File: src/design/binary_message_framer_crc16_defines.svh
// ----------------------------------------------------------------------------
// Assertion macros for the framer
// Shared property wrappers, clocked on clk and held off while rst_n is low.
// ----------------------------------------------------------------------------
`ifndef BINARY_MESSAGE_FRAMER_CRC16_DEFINES_SVH
`define BINARY_MESSAGE_FRAMER_CRC16_DEFINES_SVH

// same-cycle implication
`define BMF_ASSERT_NOW(label, ante, cons, msg) \
  label: assert property (@(posedge clk) disable iff (!rst_n) (ante) |-> (cons)) \
    else $error(msg);

// next-cycle implication
`define BMF_ASSERT_NEXT(label, ante, cons, msg) \
  label: assert property (@(posedge clk) disable iff (!rst_n) (ante) |=> (cons)) \
    else $error(msg);

`endif

File: src/design/bmf_pkg.sv
// ----------------------------------------------------------------------------
// bmf_pkg
// Types and constants for the binary message framer.
// ----------------------------------------------------------------------------
package bmf_pkg;

  localparam logic [7:0] PREAMBLE    = 8'h55;
  localparam logic [15:0] CRC_POLY   = 16'h1021;
  localparam int         QDEPTH_DEF  = 4;
  localparam int         STEP_W      = 3;
  localparam logic [STEP_W-1:0] HDR_LAST = 3'd5;  // last header byte index

  typedef enum logic {
    ACT_HEADER  = 1'b0,
    ACT_PAYLOAD = 1'b1
  } action_t;

  typedef struct packed {
    logic        action;
    logic [15:0] msg_type;
    logic [15:0] sender;
    logic [7:0]  payload_length;
    logic [7:0]  data_byte;
  } in_item_t;

  typedef struct packed {
    logic [7:0] out_byte;
    logic       frame_end;
  } out_item_t;

  typedef enum logic {
    CMD_HDR  = 1'b0,
    CMD_BYTE = 1'b1
  } cmd_kind_t;

  // queue entry: one header or one payload byte to send
  typedef struct packed {
    cmd_kind_t   kind;
    logic [15:0] msg_type;
    logic [15:0] sender;
    logic [7:0]  len;
    logic [7:0]  data;
    logic        last;
  } cmd_t;

  typedef enum logic [1:0] {
    BK_BODY,
    BK_CRC_LO,
    BK_CRC_HI
  } bk_state_t;

endpackage

File: src/design/binary_message_framer_crc16.sv
// ----------------------------------------------------------------------------
// binary_message_framer_crc16
// Frames header and payload words into a byte stream with a CRC-16 CCITT.
// ----------------------------------------------------------------------------
//
//  port group | dir | payload     | moves one word when
//  -----------+-----+-------------+----------------------
//  in_*       | in  | in_item_t   | in_valid && in_ready
//  out_*      | out | out_item_t  | out_valid && out_ready
//
//  Payload words stream at one per cycle unless the queue or output stalls;
//  each emits one byte, the last one adds the two CRC bytes. A header emits
//  six bytes, eight with the CRC when its length is zero. The byte sequencer
//  sends one byte per cycle while its output slot is free. The command queue
//  lets the input keep accepting while a header drains, until the queue fills.
//  Reset (rst_n low, synchronous) empties the queue and closes any frame.
//  A stalled output holds its byte; the back end waits and the queue fills.
//
module binary_message_framer_crc16
  import bmf_pkg::*;
#(
  parameter int QDEPTH = QDEPTH_DEF  // command queue depth, power of two, >= 2
) (
  input  logic      clk,
  input  logic      rst_n,
  input  logic      in_valid,
  output logic      in_ready,
  input  in_item_t  in_data,
  output logic      out_valid,
  input  logic      out_ready,
  output out_item_t out_data
);

  // front -> queue
  logic q_push;
  cmd_t q_push_cmd;
  logic q_full;
  // queue -> back
  logic q_pop;
  logic q_head_valid;
  cmd_t q_head_cmd;

  // front end: frame tracking, drops stray payload words
  bmf_front u_front (
    .clk      (clk),
    .rst_n    (rst_n),
    .in_valid (in_valid),
    .in_ready (in_ready),
    .in_data  (in_data),
    .q_full   (q_full),
    .q_push   (q_push),
    .q_cmd    (q_push_cmd)
  );

  // decouples word acceptance from byte emission
  bmf_queue #(
    .QDEPTH (QDEPTH)
  ) u_queue (
    .clk        (clk),
    .rst_n      (rst_n),
    .push       (q_push),
    .push_cmd   (q_push_cmd),
    .full       (q_full),
    .pop        (q_pop),
    .head_valid (q_head_valid),
    .head_cmd   (q_head_cmd)
  );

  // back end: byte sequencer, CRC, output register
  bmf_back u_back (
    .clk       (clk),
    .rst_n     (rst_n),
    .q_valid   (q_head_valid),
    .q_cmd     (q_head_cmd),
    .q_pop     (q_pop),
    .out_valid (out_valid),
    .out_ready (out_ready),
    .out_data  (out_data)
  );

endmodule

File: src/design/bmf_queue.sv
// ----------------------------------------------------------------------------
// bmf_queue
// Small command FIFO between the front and back ends.
// ----------------------------------------------------------------------------
module bmf_queue
  import bmf_pkg::*;
#(
  parameter int QDEPTH = QDEPTH_DEF
) (
  input  logic clk,
  input  logic rst_n,
  input  logic push,
  input  cmd_t push_cmd,
  output logic full,
  input  logic pop,
  output logic head_valid,
  output cmd_t head_cmd
);

  localparam int AW = $clog2(QDEPTH);

  cmd_t          mem [QDEPTH];
  logic [AW:0]   wr_ptr_r, wr_ptr_nxt;
  logic [AW:0]   rd_ptr_r, rd_ptr_nxt;

  assign head_valid = (wr_ptr_r != rd_ptr_r);
  assign full       = (wr_ptr_r[AW] != rd_ptr_r[AW]) &&
                      (wr_ptr_r[AW-1:0] == rd_ptr_r[AW-1:0]);
  assign head_cmd   = mem[rd_ptr_r[AW-1:0]];

  always_comb begin
    wr_ptr_nxt = push ? wr_ptr_r + 1'b1 : wr_ptr_r;
    rd_ptr_nxt = pop  ? rd_ptr_r + 1'b1 : rd_ptr_r;
  end

  always_ff @(posedge clk) begin
    if (!rst_n) begin
      wr_ptr_r <= '0;
      rd_ptr_r <= '0;
    end else begin
      wr_ptr_r <= wr_ptr_nxt;
      rd_ptr_r <= rd_ptr_nxt;
    end
  end

  always_ff @(posedge clk) begin
    if (push) begin
      mem[wr_ptr_r[AW-1:0]] <= push_cmd;
    end
  end

endmodule

File: src/design/bmf_front.sv
// ----------------------------------------------------------------------------
// bmf_front
// Accepts input words, tracks the open frame and queues send commands.
// ----------------------------------------------------------------------------
module bmf_front
  import bmf_pkg::*;
(
  input  logic     clk,
  input  logic     rst_n,
  input  logic     in_valid,
  output logic     in_ready,
  input  in_item_t in_data,
  input  logic     q_full,
  output logic     q_push,
  output cmd_t     q_cmd
);

  logic       frame_open_r, frame_open_nxt;
  logic [7:0] bytes_left_r, bytes_left_nxt;
  logic       accept;
  logic       is_hdr;

  assign in_ready = !q_full;
  assign accept   = in_valid && in_ready;
  assign is_hdr   = (in_data.action == ACT_HEADER);

  always_comb begin
    frame_open_nxt  = frame_open_r;
    bytes_left_nxt  = bytes_left_r;
    q_push          = 1'b0;
    q_cmd.kind      = is_hdr ? CMD_HDR : CMD_BYTE;
    q_cmd.msg_type  = in_data.msg_type;
    q_cmd.sender    = in_data.sender;
    q_cmd.len       = in_data.payload_length;
    q_cmd.data      = in_data.data_byte;
    q_cmd.last      = (bytes_left_r == 8'd1);
    if (accept) begin
      if (is_hdr) begin
        // a new header drops whatever frame was open
        q_push         = 1'b1;
        frame_open_nxt = (in_data.payload_length != 8'd0);
        bytes_left_nxt = in_data.payload_length;
      end else if (frame_open_r) begin
        q_push         = 1'b1;
        bytes_left_nxt = bytes_left_r - 8'd1;
        frame_open_nxt = (bytes_left_r != 8'd1);
      end
    end
  end

  always_ff @(posedge clk) begin
    if (!rst_n) begin
      frame_open_r <= 1'b0;
      bytes_left_r <= '0;
    end else begin
      frame_open_r <= frame_open_nxt;
      bytes_left_r <= bytes_left_nxt;
    end
  end

endmodule

File: src/design/bmf_back.sv
// ----------------------------------------------------------------------------
// bmf_back
// Serializes queued commands into bytes, runs the CRC, owns the output reg.
// ----------------------------------------------------------------------------
`include "binary_message_framer_crc16_defines.svh"

module bmf_back
  import bmf_pkg::*;
(
  input  logic      clk,
  input  logic      rst_n,
  input  logic      q_valid,
  input  cmd_t      q_cmd,
  output logic      q_pop,
  output logic      out_valid,
  input  logic      out_ready,
  output out_item_t out_data
);

  bk_state_t         state_r, state_nxt;
  logic [STEP_W-1:0] step_r, step_nxt;
  logic [15:0]       crc_r, crc_nxt;
  logic              out_valid_r, out_valid_nxt;
  out_item_t         out_data_r, out_data_nxt;
  logic              slot_free;
  logic              emit;
  logic              end_emit;
  logic [7:0]        hdr_byte;

  // MSB-first CCITT fold of one byte
  function automatic logic [15:0] crc_fold(input logic [15:0] crc, input logic [7:0] b);
    logic [15:0] c;
    c = crc ^ {b, 8'h00};
    for (int i = 0; i < 8; i++) begin
      c = c[15] ? ((c << 1) ^ CRC_POLY) : (c << 1);
    end
    return c;
  endfunction

  assign slot_free = !out_valid_r || out_ready;

  always_comb begin
    unique case (step_r)
      3'd0:    hdr_byte = PREAMBLE;
      3'd1:    hdr_byte = q_cmd.msg_type[7:0];
      3'd2:    hdr_byte = q_cmd.msg_type[15:8];
      3'd3:    hdr_byte = q_cmd.sender[7:0];
      3'd4:    hdr_byte = q_cmd.sender[15:8];
      default: hdr_byte = q_cmd.len;
    endcase
  end

  always_comb begin
    state_nxt    = state_r;
    step_nxt     = step_r;
    crc_nxt      = crc_r;
    q_pop        = 1'b0;
    emit         = 1'b0;
    out_data_nxt = out_data_r;
    unique case (state_r)
      BK_BODY: begin
        if (q_valid && slot_free) begin
          emit = 1'b1;
          out_data_nxt.frame_end = 1'b0;
          if (q_cmd.kind == CMD_HDR) begin
            out_data_nxt.out_byte = hdr_byte;
            // preamble restarts the CRC, later header bytes fold in
            crc_nxt = (step_r == '0) ? 16'h0000 : crc_fold(crc_r, hdr_byte);
            if (step_r == HDR_LAST) begin
              q_pop    = 1'b1;
              step_nxt = '0;
              if (q_cmd.len == 8'd0) begin
                state_nxt = BK_CRC_LO;
              end
            end else begin
              step_nxt = step_r + 1'b1;
            end
          end else begin
            out_data_nxt.out_byte = q_cmd.data;
            crc_nxt = crc_fold(crc_r, q_cmd.data);
            q_pop   = 1'b1;
            if (q_cmd.last) begin
              state_nxt = BK_CRC_LO;
            end
          end
        end
      end
      BK_CRC_LO: begin
        if (slot_free) begin
          emit         = 1'b1;
          out_data_nxt = '{out_byte: crc_r[7:0], frame_end: 1'b0};
          state_nxt    = BK_CRC_HI;
        end
      end
      BK_CRC_HI: begin
        if (slot_free) begin
          emit         = 1'b1;
          out_data_nxt = '{out_byte: crc_r[15:8], frame_end: 1'b1};
          state_nxt    = BK_BODY;
        end
      end
      default: begin
        state_nxt = BK_BODY;
      end
    endcase
    out_valid_nxt = emit ? 1'b1 : (out_ready ? 1'b0 : out_valid_r);
  end

  always_ff @(posedge clk) begin
    if (!rst_n) begin
      state_r     <= BK_BODY;
      step_r      <= '0;
      crc_r       <= '0;
      out_valid_r <= 1'b0;
    end else begin
      state_r     <= state_nxt;
      step_r      <= step_nxt;
      crc_r       <= crc_nxt;
      out_valid_r <= out_valid_nxt;
    end
  end

  always_ff @(posedge clk) begin
    out_data_r <= out_data_nxt;
  end

  assign out_valid = out_valid_r;
  assign out_data  = out_data_r;

  // CRC high byte leaving the sequencer
  assign end_emit = emit && (state_r == BK_CRC_HI);

  `BMF_ASSERT_NOW(a_step_range, 1'b1, step_r <= HDR_LAST, "header step out of range")
  `BMF_ASSERT_NOW(a_no_pop_in_crc, state_r != BK_BODY, !q_pop, "queue popped during CRC")
  `BMF_ASSERT_NEXT(a_crc_order, state_r == BK_CRC_LO, state_r != BK_BODY, "CRC high missing")
  `BMF_ASSERT_NEXT(a_end_flag, end_emit, out_valid_r && out_data_r.frame_end, "end flag missing")

endmodule

File: config.mk
export PLATFORM = sky130hd
export DESIGN_NAME = binary_message_framer_crc16
export DESIGN_NICKNAME = d
export VERILOG_FILES = /design/src/design/bmf_pkg.sv /design/src/design/binary_message_framer_crc16.sv /design/src/design/bmf_queue.sv /design/src/design/bmf_front.sv /design/src/design/bmf_back.sv
export VERILOG_INCLUDE_DIRS = /design/src /design/src/design
export SDC_FILE = /design/constraint.sdc
export NUM_CORES = 1
export LEC_CHECK = 0
export BUFFER_PORTS_ARGS = -buffer_cell sky130_fd_sc_hd__buf_2
export CELL_PAD_IN_SITES_DETAIL_PLACEMENT = 2
export CELL_PAD_IN_SITES_GLOBAL_PLACEMENT = 2
export CORE_AREA = 3 3 193 195
export DETAILED_ROUTE_END_ITERATION = 12
export DIE_AREA = 0 0 196 198
export GPL_TIMING_DRIVEN = 0
export PLACE_DENSITY = 0.67
export REMOVE_ABC_BUFFERS = 1
export SLEW_MARGIN = 10
export SYNTH_ARGS = -nofsm -noshare
export SYNTH_HDL_FRONTEND = slang
export SYNTH_SLANG_ARGS = --single-unit
File: constraint.sdc
create_clock -name clk -period 6.6 [get_ports clk]
set_input_delay 1.65 -clock clk [delete_from_list [all_inputs] [get_ports clk]]
set_output_delay 1.65 -clock clk [all_outputs]
set_load 0.02 [all_outputs]
==> run metrics <==
largest net degree at the start of global routing 48; TNS Setup 0 ns; CP endpoint u_back.crc_r[11]$_SDFFE_PN0P_; mux share of post-synthesis cell area 10.70%; fraction of registers with async set/reset 0%; Final Max Slew Viols 0; # hold bufs at CTS 0; DR DRC count 0; Synth Warn # 0; Worst VDD drop 0.0001663 V; WS Path Type register to register; combinational family with the most area after synthesis multiplexers; Detail Route Antenna Nets 0; ys flop type edfxtp_1; Tot GR Track Use 14.10%; top post-synthesis cells by count 209 x edfxtp_1, 54 x nand2_1, 41 x nor2_1; Slew HR 23.68%; Final nets 844; simple-gate share of the synthesized area 7.224%; sequential share of the synthesized area 66.14%; reg2reg end u_back.crc_r[11]$_SDFFE_PN0P_; max_cap viols 0; Die H 198 um; number of vias per cell 5.052; Starting Density 30.00%; hpwl dp 18100 um; XOR/XNOR Fraction of Synth Area 3.507%; clock sinks 248; status completed; Hold Violations, Final 0; Synth Area in Adders 1.407%; Worst Tran Pin Value 1.145 ns; routability congestion estimate 0.7518; maximum clock frequency 278.3 MHz; unrepaired setup endpoints after global routing no; CTS max path bufs 3; # port buffers 63; CTS tree yes; post-synthesis cell area 0.01067 mm^2; synth top area cells edfxtp_1 59%, dfxtp_1 7.3%, mux4_2 7.0%; final instance area 0.01244 mm^2; hold depth 2; routed vias 6370; first-pass GRT wire length 42660 um; critical path required time 7.07 ns; Area Overhead vs Synth 16.57%; post-synthesis register bit count 248; drt wl/cell 21.66 um; crit end category register; CTS buffer count 27; antenna fix cells 0; overall power 0.005023 W; initial antenna violation count 1; clock transition at the registers of the reported paths 0.06 ns; cells after synthesis 718; reg2reg setup slack 3.01 ns; full die area 0.03881 mm^2; crit path time final 3.593 ns; Setup violations, final 0; 1st-pass router iterations 5; Final period util 54.45%; Synth Area in Compound Gates 8.479%; share of the synthesized area in the top cell type 58.82%; io pins 64; Fillers 3614; worst min path class register to register; Max Fanout on Critical Path 45; DR iter-0 viols 293; Distinct cells, synth 66; area leader, netlist edfxtp_1; most frequent cell after synthesis edfxtp_1; core area 0.03557 mm^2; post-cts sizing count 0; row count 69; Root Buffer clkbuf_16; Die X 196 um; CTS H-tree depth 1; GR Overflow Total 0; LEAKAGE 4.062 nW; share of post-route cells with drive strength above 1 20.13%; syn_area_per_cell 14.86 um^2; clk_lat worst skew 0.55 ns; CP startpoint kind register; Post-CTS Setup Inserts 0; vias in the first global route 7026; Total Wirelength 27320 um; reg2reg path depth 8; number of synthesized flops with an enable pin 209; skew final 0.01440 ns; CP arrival 4.06 ns; placed cell areas 0.01157 mm^2; Power Dens Cells 403.9 mW/mm^2
[registers in the layout, indices dropped and copies added, names as in the netlist, named ones only]
register,flops
u_back.crc_r,16
u_back.out_data,9
u_back.out_valid,1
u_back.state_r,2
u_back.step_r,3
u_front.bytes_left_r,8
u_front.frame_open_r,1
u_queue.mem,200
u_queue.rd_ptr_r,3
u_queue.wr_ptr_r,3
[worst min path at each step]
stage | slack [ns] | endpoint | start
finish | 0.52 | u_front.bytes_left_r[6]$_SDFFE_PN0P_ | u_front.bytes_left_r[6]$_SDFFE_PN0P_
global route | 0.55 | u_front.bytes_left_r[1]$_SDFFE_PN0P_ | u_front.bytes_left_r[1]$_SDFFE_PN0P_
CTS | 0.52 | u_front.bytes_left_r[6]$_SDFFE_PN0P_ | u_front.bytes_left_r[6]$_SDFFE_PN0P_
detailed placement | 0.51 | u_front.frame_open_r$_SDFFE_PN0P_ | u_front.frame_open_r$_SDFFE_PN0P_
global placement | 0.49 | u_front.bytes_left_r[5]$_SDFFE_PN0P_ | u_front.bytes_left_r[5]$_SDFFE_PN0P_
floorplan | 0.46 | u_front.bytes_left_r[5]$_SDFFE_PN0P_ | u_front.bytes_left_r[5]$_SDFFE_PN0P_
[kinds of logic (layout without fill, tap and decap cells)]
group                    after synthesis  after routing
buffers and inverters                 56            138
AND/OR/NAND/NOR                      159            159
AO/OA/AOI/OAI                        135            135
multiplexers                          72             72
adder cells (fa/ha/maj)               12             12
flip-flops                           248            248
XOR/XNOR                              36             36
[worst max-delay path: stages (launching register included)]
cell	delay, ns
dfxtp_4	0.59
buf_16	0.32
mux2_2	0.39
o21a_1	0.59
a21oi_1	0.97
a22oi_1	0.22
nand2_1	0.13
o211ai_1	0.10
a21boi_0	0.21
[cells in the final DEF, fill, tap and decap left out, types with 12 or more instances in the layout]
master / n
a21oi_1: 20
ha_1: 12
mux2i_1: 33
mux4_2: 33
nor2_1: 41
nand2_1: 54
inv_1: 15
buf_2: 63
edfxtp_1: 209
o21ai_0: 28
xnor2_1: 20
clkbuf_16: 27
a31oi_1: 12
o22ai_1: 12
dfxtp_1: 37
[layout make-up]
class | count | area (um^2) | share of cell area (%)
clock inverters | 14 | 151.4 | 1.217
clock buffers | 36 | 719.4 | 5.785
repair buffers | 71 | 503.0 | 4.044
multi-input cells | 414 | 3358 | 27.00
inverters | 17 | 63.81 | 0.5131
flip-flops and latches | 248 | 7064 | 56.80
well taps | 461 | 576.8 | 4.638
[report_power, final]
group / internal, W / leakage (nW) / total, W / switching (W)
logic: 0.000620 / 1.41 / 0.00153 / 0.000914
registers: 0.00186 / 2.23 / 0.00200 / 0.000134
clock network: 0.000883 / 0.424 / 0.00149 / 0.000611
[metrics by stage]
stage / instances / util [%] / setup slack [ns] / hold WS [ns]
2_1_floorplan: 679 / - / 2.313 / 0.4601
3_3_place_gp: 1203 / 31.92 / 0.08767 / 0.4901
3_5_place_dp: 1211 / 32.52 / 2.748 / 0.5050
4_1_cts: 1261 / 34.97 / 2.972 / 0.5202
5_1_grt: 1261 / 34.97 / 2.672 / 0.5533
6_report: 1261 / 34.97 / 3.007 / 0.5166
[metal layers]
metal | vias up | global-route usage (%) | part of all wire, %
met1 | 3332 | 18.79 | 45
met5 | - | 0 | 0.026
met2 | 96 | 24.46 | 50
met3 | 38 | 2.127 | 3.1
li1 | 2902 | - | -
met4 | 2 | 3.169 | 2.0
No activity file was read; power rests on OpenSTA's default activity.
